`src/cnv_pkg.sv`:
```
package cnv_pkg;

    // request codes on the input word
    localparam logic [2:0] REQ_WEIGHT  = 3'd0;
    localparam logic [2:0] REQ_MAIN_LO = 3'd1;
    localparam logic [2:0] REQ_MAIN_HI = 3'd2;
    localparam logic [2:0] REQ_SKIP    = 3'd3;
    localparam logic [2:0] REQ_RUN     = 3'd4;

    // configuration register indexes
    localparam logic [2:0] CFG_IMAGE_WIDTH     = 3'd0;
    localparam logic [2:0] CFG_MAIN_CHANNELS   = 3'd1;
    localparam logic [2:0] CFG_OUT_CHANNELS    = 3'd2;
    localparam logic [2:0] CFG_SKIP_CHANNELS   = 3'd3;
    localparam logic [2:0] CFG_MAIN_SHIFT      = 3'd4;
    localparam logic [2:0] CFG_SKIP_CONV_SHIFT = 3'd5;
    localparam logic [2:0] CFG_RESIDUAL_SHIFT  = 3'd6;

    // element index width (covers every computed weight and activation index)
    localparam int IDXW = 16;
    // accumulator width: at most 120 products of 17 bits
    localparam int ACCW = 24;
    // working width of the rounding shifter
    localparam int RSW  = 34;

    typedef enum logic [1:0] {
        SRC_LO,
        SRC_HI,
        SRC_SK
    } t_src;

    typedef struct packed {
        logic [5:0] image_width;
        logic [6:0] main_channels;
        logic [6:0] out_channels;
        logic [6:0] skip_channels;
        logic [4:0] main_shift;
        logic [4:0] skip_conv_shift;
        logic [4:0] residual_shift;
    } t_cfg;

    // controller to datapath command
    typedef struct packed {
        logic            wr_w;
        logic            wr_lo;
        logic            wr_hi;
        logic            wr_sk;
        logic            rd;
        t_src            src;
        logic [IDXW-1:0] widx;
        logic [IDXW-1:0] aidx;
        logic            wok;
        logic            aok;
        logic            fin;
        logic [4:0]      col;
        logic            last;
    } t_cmd;

    // floor((v + 2^(s-1)) / 2^s), no rounding term for s == 0
    function automatic logic signed [RSW-1:0] round_shift(input logic signed [RSW-1:0] v,
                                                          input logic [4:0] s);
        logic signed [RSW-1:0] bias;
        bias = '0;
        if (s != 5'd0) begin
            bias[s - 5'd1] = 1'b1;
        end
        return (v + bias) >>> s;
    endfunction

    function automatic logic signed [7:0] clip_s8(input logic signed [RSW-1:0] v);
        logic signed [7:0] r;
        if (v > 34'sd127) begin
            r = 8'sd127;
        end else if (v < -34'sd128) begin
            r = -8'sd128;
        end else begin
            r = v[7:0];
        end
        return r;
    endfunction

    function automatic logic [7:0] clip_u8(input logic signed [RSW-1:0] v);
        logic [7:0] r;
        if (v > 34'sd255) begin
            r = 8'd255;
        end else if (v < 34'sd0) begin
            r = 8'd0;
        end else begin
            r = v[7:0];
        end
        return r;
    endfunction

endpackage

```
`src/cnv_ctrl.sv`:
```
module cnv_ctrl import cnv_pkg::*; #(
    parameter int MAX_WIDTH   = 32,
    parameter int MAX_MAIN_CH = 64,
    parameter int MAX_OUT_CH  = 64,
    parameter int MAX_SKIP_CH = 64
) (
    input  logic        i_clk,
    input  logic        i_rst_n,
    input  logic        start,
    output logic        busy,
    input  logic [2:0]  i_req_type,
    input  logic [12:0] i_address,
    input  logic [5:0]  i_channel,
    input  t_cfg        i_cfg,
    output t_cmd        o_cmd
);

    localparam int WEIGHT_DEPTH = MAX_OUT_CH * (MAX_MAIN_CH + MAX_SKIP_CH);
    localparam int HALF_DEPTH   = MAX_WIDTH * MAX_MAIN_CH / 2;
    localparam int SKIP_DEPTH   = MAX_WIDTH * MAX_SKIP_CH;
    localparam int WW           = $clog2(MAX_WIDTH + 1);

    typedef enum logic [2:0] {
        S_IDLE,
        S_MAIN,
        S_SKIP,
        S_DRAIN,
        S_FIN
    } t_state;

    t_state          r_state;
    logic [WW-1:0]   r_w;
    logic [WW-1:0]   r_x;
    logic [6:0]      r_step;
    logic [1:0]      r_drain;
    logic [2:0]      r_lane;
    logic [2:0]      r_mh;
    logic [3:0]      r_sb;
    logic [12:0]     r_wrow;
    logic [12:0]     r_srow;
    logic [13:0]     r_woff;

    logic            accept;
    logic            run_ok;
    logic [WW-1:0]   w_clamp;
    t_state          first_st;
    t_state          col_st;
    logic [3:0]      blk;
    logic [2:0]      lsel;
    logic [3:0]      wb;
    logic [WW+3:0]   bw;
    logic [IDXW-1:0] ai;
    logic [IDXW-1:0] wi;
    logic [6:0]      mcnt;
    logic [6:0]      scnt;

    assign busy   = (r_state != S_IDLE);
    assign accept = start && !busy;

    // run admission and row width clamp
    assign w_clamp = (int'(i_cfg.image_width) > MAX_WIDTH) ? WW'(MAX_WIDTH)
                                                          : WW'(i_cfg.image_width);
    assign run_ok  = ({1'b0, i_channel} < {i_cfg.out_channels[6:3], 3'b000}) &&
                     (w_clamp != '0);

    // first phase of a column, live config at start, latched counts later
    always_comb begin
        if (i_cfg.main_channels[6:4] != 3'd0) begin
            first_st = S_MAIN;
        end else if (i_cfg.skip_channels[6:3] != 4'd0) begin
            first_st = S_SKIP;
        end else begin
            first_st = S_DRAIN;
        end
        if (r_mh != 3'd0) begin
            col_st = S_MAIN;
        end else if (r_sb != 4'd0) begin
            col_st = S_SKIP;
        end else begin
            col_st = S_DRAIN;
        end
    end

    assign mcnt = {r_mh, 4'b0000};
    assign scnt = {r_sb, 3'b000};

    // element index generation for the current step
    always_comb begin
        if (r_state == S_MAIN) begin
            blk  = {1'b0, r_step[6:4]};
            lsel = r_step[3:1];
            wb   = blk + (r_step[0] ? {1'b0, r_mh} : 4'd0);
            wi   = IDXW'(r_wrow) + IDXW'({wb, 6'b000000}) + IDXW'({lsel, 3'b000})
                 + IDXW'(r_lane);
        end else begin
            blk  = r_step[6:3];
            lsel = r_step[2:0];
            wb   = blk;
            wi   = IDXW'(r_srow) + IDXW'({wb, 6'b000000}) + IDXW'({lsel, 3'b000})
                 + IDXW'(r_lane) + IDXW'(r_woff);
        end
        bw = (WW + 4)'(blk * r_w);
        ai = IDXW'({bw, 3'b000}) + IDXW'({r_x, 3'b000}) + IDXW'(lsel);
    end

    // command to the datapath
    always_comb begin
        o_cmd       = '0;
        o_cmd.src   = SRC_SK;
        o_cmd.wr_w  = accept && (i_req_type == REQ_WEIGHT)  && (int'(i_address) < WEIGHT_DEPTH);
        o_cmd.wr_lo = accept && (i_req_type == REQ_MAIN_LO) && (int'(i_address) < HALF_DEPTH);
        o_cmd.wr_hi = accept && (i_req_type == REQ_MAIN_HI) && (int'(i_address) < HALF_DEPTH);
        o_cmd.wr_sk = accept && (i_req_type == REQ_SKIP)    && (int'(i_address) < SKIP_DEPTH);
        o_cmd.widx  = wi;
        o_cmd.aidx  = ai;
        o_cmd.wok   = int'(wi) < WEIGHT_DEPTH;
        o_cmd.col   = 5'(r_x);
        o_cmd.last  = (r_x == r_w - WW'(1));
        case (r_state)
            S_MAIN: begin
                o_cmd.rd  = 1'b1;
                o_cmd.src = r_step[0] ? SRC_HI : SRC_LO;
                o_cmd.aok = int'(ai) < HALF_DEPTH;
            end
            S_SKIP: begin
                o_cmd.rd  = 1'b1;
                o_cmd.src = SRC_SK;
                o_cmd.aok = int'(ai) < SKIP_DEPTH;
            end
            S_FIN: begin
                o_cmd.fin = 1'b1;
            end
            default: begin
            end
        endcase
    end

    // sequencer: main steps, skip steps, pipeline drain, finish per column
    always_ff @(posedge i_clk) begin
        if (!i_rst_n) begin
            r_state <= S_IDLE;
            r_x     <= '0;
            r_step  <= '0;
            r_drain <= '0;
        end else begin
            case (r_state)
                S_IDLE: begin
                    if (accept && (i_req_type == REQ_RUN) && run_ok) begin
                        r_w     <= w_clamp;
                        r_lane  <= i_channel[2:0];
                        r_mh    <= i_cfg.main_channels[6:4];
                        r_sb    <= i_cfg.skip_channels[6:3];
                        r_wrow  <= 13'(i_channel[5:3] * i_cfg.main_channels[6:3]) << 6;
                        r_srow  <= 13'(i_channel[5:3] * i_cfg.skip_channels[6:3]) << 6;
                        r_woff  <= 14'(i_cfg.out_channels * i_cfg.main_channels);
                        r_x     <= '0;
                        r_step  <= '0;
                        r_drain <= '0;
                        r_state <= first_st;
                    end
                end
                S_MAIN: begin
                    if (r_step == mcnt - 7'd1) begin
                        r_step  <= '0;
                        r_state <= (r_sb != 4'd0) ? S_SKIP : S_DRAIN;
                    end else begin
                        r_step <= r_step + 7'd1;
                    end
                end
                S_SKIP: begin
                    if (r_step == scnt - 7'd1) begin
                        r_step  <= '0;
                        r_state <= S_DRAIN;
                    end else begin
                        r_step <= r_step + 7'd1;
                    end
                end
                S_DRAIN: begin
                    if (r_drain == 2'd2) begin
                        r_drain <= '0;
                        r_state <= S_FIN;
                    end else begin
                        r_drain <= r_drain + 2'd1;
                    end
                end
                S_FIN: begin
                    if (r_x == r_w - WW'(1)) begin
                        r_state <= S_IDLE;
                    end else begin
                        r_x     <= r_x + WW'(1);
                        r_state <= col_st;
                    end
                end
                default: begin
                    r_state <= S_IDLE;
                end
            endcase
        end
    end

    a_fin_no_rd: assert property (@(posedge i_clk) disable iff (!i_rst_n)
        o_cmd.fin |-> !o_cmd.rd)
        else $error("finish issued together with a read");

    a_idle_quiet: assert property (@(posedge i_clk) disable iff (!i_rst_n)
        (r_state == S_IDLE) |-> (!o_cmd.rd && !o_cmd.fin))
        else $error("datapath command while idle");

    a_last_ends: assert property (@(posedge i_clk) disable iff (!i_rst_n)
        (o_cmd.fin && o_cmd.last) |=> (r_state == S_IDLE))
        else $error("run did not end after last column");

endmodule

```
`config.mk`:
```
export PLATFORM = sky130hd
export DESIGN_NAME = cnv_ctrl
export DESIGN_NICKNAME = d
export VERILOG_FILES = /design/src/cnv_pkg.sv /design/src/cnv_ctrl.sv
export SDC_FILE = /design/constraint.sdc
export NUM_CORES = 1
export LEC_CHECK = 0
export ABC_AREA = 0
export BUFFER_PORTS_ARGS = -buffer_cell sky130_fd_sc_hd__buf_2
export CAP_MARGIN = 20
export CORE_UTILIZATION = 45
export CTS_CLUSTER_DIAMETER = 50
export DETAILED_ROUTE_END_ITERATION = 10
export PLACE_DENSITY_LB_ADDON = 0.3
export SYNTH_ARGS = -nofsm -noshare
export SYNTH_HDL_FRONTEND = slang
export SYNTH_SLANG_ARGS = --single-unit
```
`constraint.sdc`:
```
create_clock -name i_clk -period 6.5 [get_ports i_clk]
set_input_delay 0.65 -clock i_clk [delete_from_list [all_inputs] [get_ports i_clk]]
set_output_delay 0.65 -clock i_clk [all_outputs]
set_load 0.01 [all_outputs]
```
### Word level (Yosys, flattened, before mapping)

Cells that the tools add are included.
W data, S select, Z words.

* word-level logic and storage cells: 112
* bits in registers: 62
* input port bits: 67

* multiplexer cells: 29
* add/subtract/negate cells: 16
* eq/ne operators: 17
* magnitude comparators: 7
* reduce and logical (&&, ||, !) cells: 28
* multipliers: 4

Operator list (number)
* $add A15 B3 Y16: 2
* $add A14 B6 Y15: 2
* $add A13 B10 Y14: 2
* $mux W3: 8
* $mux W7: 3
* $pmux W7 S3: 1
* $mux W6: 3
* $add A16 B14 Y16: 1
* $lt A16 B14 Y1 const B: 1
* $mux W16: 1
* $add A14 B3 Y15: 1
* $lt A15 B11 Y1 const B: 1
* $lt A15 B12 Y1 const B: 1
* $pmux W3 S5: 1
* $add A13 B9 Y14: 1
* $eq A7 B7 Y1: 2
* $mul A3 B4 Y7: 2
* $mul A7 B7 Y14: 1
* $sub A7 B1 Y7 const B: 2
* $lt A13 B11 Y1 const B: 1
* $lt A13 B12 Y1 const B: 1
* $eq A3 B2 Y1 const B: 4
* $pmux W6 S2: 1
* $reduce_bool A3 Y1: 4
* other kinds (29): 54

### Depth between registers and ports, before layout

* word-level depth: 7
* mapped depth: 22
* depth with buffers taken out: 19

### Worst setup path after synthesis

Ideal clock, no wire load.

* kind: register to output
* from: reg r_state[1]
* to: out o_cmd[7] (netlist name)
* arrival: 4602 ps
* path slack: 1248 ps
* stages on the path, launching flop included: 18
* path through: dfxtp_1 -> clkbuf_1 -> nor2_1 -> and2_1 -> clkbuf_1 -> inv_1 -> clkbuf_1 -> nand3_1 -> fa_1 -> fa_1 -> inv_1 -> fa_1 -> a211oi_1 -> nor4b_1 -> or4_1 -> clkbuf_1 -> xnor2_1 -> o2111a_1

RTL lines
* start, declared: RTL line cnv_ctrl.sv:31 `t_state r_state;`
* start signal, assigned: RTL line cnv_ctrl.sv:159 `r_state <= first_st;`
* start signal, assigned: RTL line cnv_ctrl.sv:165 `r_state <= (r_sb != 4'd0) ? S_SKIP : S_DRAIN;`
* start signal, assigned: RTL line cnv_ctrl.sv:191 `r_state <= col_st;`
* end, declared: RTL line cnv_ctrl.sv:15 `output t_cmd o_cmd`

==> impl_metrics.tcl <==
set metrics [dict create \
    wl_um 15200 \
    worstReg2RegEnd "r_wrow[12]" \
    drc 0 \
    wl_met2_um 6870 \
    synth_compound_area_share_pct 13.2 \
    cp.depth 17 \
    timing.hold.ws_ns 0.495 \
    synth_xor_area_share_pct 7.37 \
    crit_buf_inv 2 \
    antenna_found_initial 0 \
    synth_top_cell_by_area "edfxtp_1" \
    core-area_mm2 0.0158 \
    place_inst 1075 \
    clock_path_buffers 2 \
    synth.avg_cell_area_um2 9.10 \
    critical_path_class "reg -> out" \
    synth_ff_type "edfxtp_1" \
    numCtsBuffers 9 \
    die_h_um 129 \
    arrival_ns 5.37 \
    hold_start "i_channel[1]" \
    p_seq_share_pct 30.3 \
    final_hold_viol_count 0 \
    die_area_mm2 0.0166 \
    synth-seq-cells 62 \
    dpl.hpwl_um 12200 \
    cts_max_level 3 \
    fp.dieW_um 129 \
    synth_top_cell_area_share_pct 18.2 \
    drive_above_1_share_pct 13.8 \
    ys_types 68 \
    ys_seq_area_share_pct 23.2 \
    tightest_slew_ns 0.705 \
    nets 1085 \
    vias_per_cell 5.10 \
    cp_data_required_time_ns 5.85 \
    cp-end-kind "primary output" \
    maxCapViolCount 0 \
    critPathTopFamily "simple AND/OR/NAND/NOR gates" \
    start_util_pct 45.8 \
    fin_crit_sh_pct 92.5 \
    wl_per_cell_um 13.9 \
    relSlewSlack_pct 51.8 \
    gp_congestion 0.814 \
    clock.fmax_mhz 166 \
    muxShareOfSynthArea_pct 0.691 \
    met3_length_um 525 \
    power.share.switching_pct 34.9 \
    worstPathCellList "and2_1 > mux2i_1 > nand2b_1 > fa_1 > fa_1 > inv_1 > ha_1 > a21oi_1 > nand2b_1 > a21oi_1 > ha_1 > or2_2 > o22ai_1 > nor2_1 > nor4bb_1 > o2111a_1 > buf_2" \
    worst_path_max_delay_cell "and2_1" \
    synthAdderAreaFrac_pct 30.3 \
    drt_iter0_markers 225 \
    fin_skew_ns 0.00568 \
    cts.clk_slew.worst_paths_ns 0.06 \
    synth_area_mm2 0.00725 \
    final_area_mm2 0.00814 \
    std_cell_rows 46 \
    dr.pass1.iters 4 \
    outcome "completed" \
    hp-class "in -> reg" \
    power_density_mw_per_mm2 193 \
    clkPwrFrac_pct 29.6 \
    yosysWarnings 0 \
    diodes 0 \
    cts_setup_buffers 0 \
    setup_violations 0 \
    synth_top_family_by_area "adder cells" \
    power.leakage_nw 3.93 \
    m1WireLength_um 7650 \
    cp_max_fo 16 \
    grt_pass1_wl_um 25400 \
    r2r_cells 4 \
    fin_crit_ns 6.02 \
    grt_pass1_vias 5392 \
    ctsResizeCount 0 \
    tns_ns 0 \
    ys_async_sr_fraction_pct 0 \
    synthTopCellsByArea "edfxtp_1, ha_1, fa_1" \
    clock-sinks 62 \
    synth_edf_count 44 \
    syn_inst 796 \
    grt_util_all_layers_pct 19.6 \
    top_layer_used "met4" \
    reg2reg_from "r_state[0]" \
    io_buffers 84 \
    intPower_mw 1.02 \
    dpl-instance-area_mm2 0.00784 \
    finalNonFillerCells 1091 \
    cts_tree "yes" \
    io_pins 116 \
    vdd_ir_drop_max_mv 0.124 \
    hold_buffers 0 \
    grt_max_degree 45 \
    hold_end "r_lane[1]" \
    clock_latency_ns 0.33 \
    r2r_slack_ns 4.07 \
    switching_power_mw 0.549 \
    postRouteAntennaNets 0 \
    start_kind "flop" \
    grt_overflow 0 \
    fillCellCount 1490 \
    max_stage_delay_ns 0.58 \
    vias 5568 \
    rsz0062_at_grt "false" \
    whs_path_depth 1 \
    drv_slew 0 \
    area_delta_synth_final_pct 12.3 \
    cts-root-buf "clkbuf_16" \
    p_comb_share_pct 40.1 \
    yosys.area_share.simple_pct 19.5 \
]
==> how the worst max path moves through the flow <==
stage               end        from
2_1_floorplan  o_cmd[7]  r_state[1]
3_3_place_gp   o_cmd[7]  r_state[0]
3_5_place_dp   o_cmd[7]  r_state[0]
4_1_cts        o_cmd[7]  r_state[0]
5_1_grt        o_cmd[7]  r_state[0]
6_report       o_cmd[7]  r_state[0]
==> logic make-up after synthesis <==
family	count (synthesis)
AO/OA/AOI/OAI	142
XOR/XNOR	61
adder cells (fa/ha/maj)	148
buffers and inverters	100
flip-flops	62
multiplexers	5
other	1
AND/OR/NAND/NOR	277
==> sequential cells by signal, summed over array words and instances (netlist names) <==
register,flops
r_drain,2
r_lane,3
r_mh,3
r_sb,4
r_srow,7
r_state,3
r_step,7
r_w,6
r_woff,14
r_wrow,7
r_x,6
==> per-layer routing <==
layer,global-route usage (%),vias to the layer above
met5,0,-
met4,5.54,0
met3,2.74,8
met2,31.9,93
met1,27.1,2584
li1,-,2883
==> synthesized netlist by cell type, types with 4 or more instances <==
cell type,count
ha_1,102
nand2_1,85
inv_1,74
and2_1,49
nor2_1,49
fa_1,46
edfxtp_1,44
o21ai_0,37
xnor2_1,36
a21oi_1,31
xor2_1,25
dfxtp_1,18
nor2b_1,18
clkbuf_1,15
a21o_1,14
a211oi_1,13
nor3_1,13
nand2b_1,12
nand3_1,11
buf_4,8
and3_1,7
nand3b_1,6
o21a_1,6
or2_2,6
mux2i_1,5
nor4b_1,5
a31oi_1,4
==> placed cells by master (no fill, tap or decap), types with 25 or more instances in the layout <==
| cell type | instances |
|---|---|
| and2_1 | 49 |
| edfxtp_1 | 44 |
| inv_1 | 74 |
| xnor2_1 | 36 |
| nor2_1 | 48 |
| nand2_1 | 85 |
| buf_2 | 84 |
| xor2_1 | 25 |
| ha_1 | 102 |
| o21ai_0 | 37 |
| fa_1 | 46 |
| a21oi_1 | 31 |
==> area by class of cell <==
cell class	count	area (um2)	share of cell area, %
timing repair buffer	87	443	5.44
inverter	74	278	3.41
sequential	62	1680	20.7
clock buffer	10	229	2.81
multi-input combinational	636	5170	63.6
clock inverter	6	62.6	0.769
tap	216	270	3.32
==> power by group through the flow <==
stage | sequential [mW] | combinational (mW) | clock (mW)
final | 0.476 | 0.630 | 0.465
after global routing | 0.478 | 0.720 | 0.493
after CTS | 0.476 | 0.638 | 0.477
after detailed placement | 0.484 | 0.629 | 0
after global placement | 0.484 | 0.622 | 0
after floorplan | 0.473 | 0.466 | 0
==> through the flow <==
step	setup slack, ns	utilization [%]	total power [mW]
6_report	0.485	51.4	1.57
3_3_place_gp	0.876	49.6	1.11
5_1_grt	0.0999	51.4	1.69
3_5_place_dp	0.850	49.6	1.11
4_1_cts	0.468	51.4	1.59
2_1_floorplan	1.25	-	0.938
(Power assumes the default switching activity.)
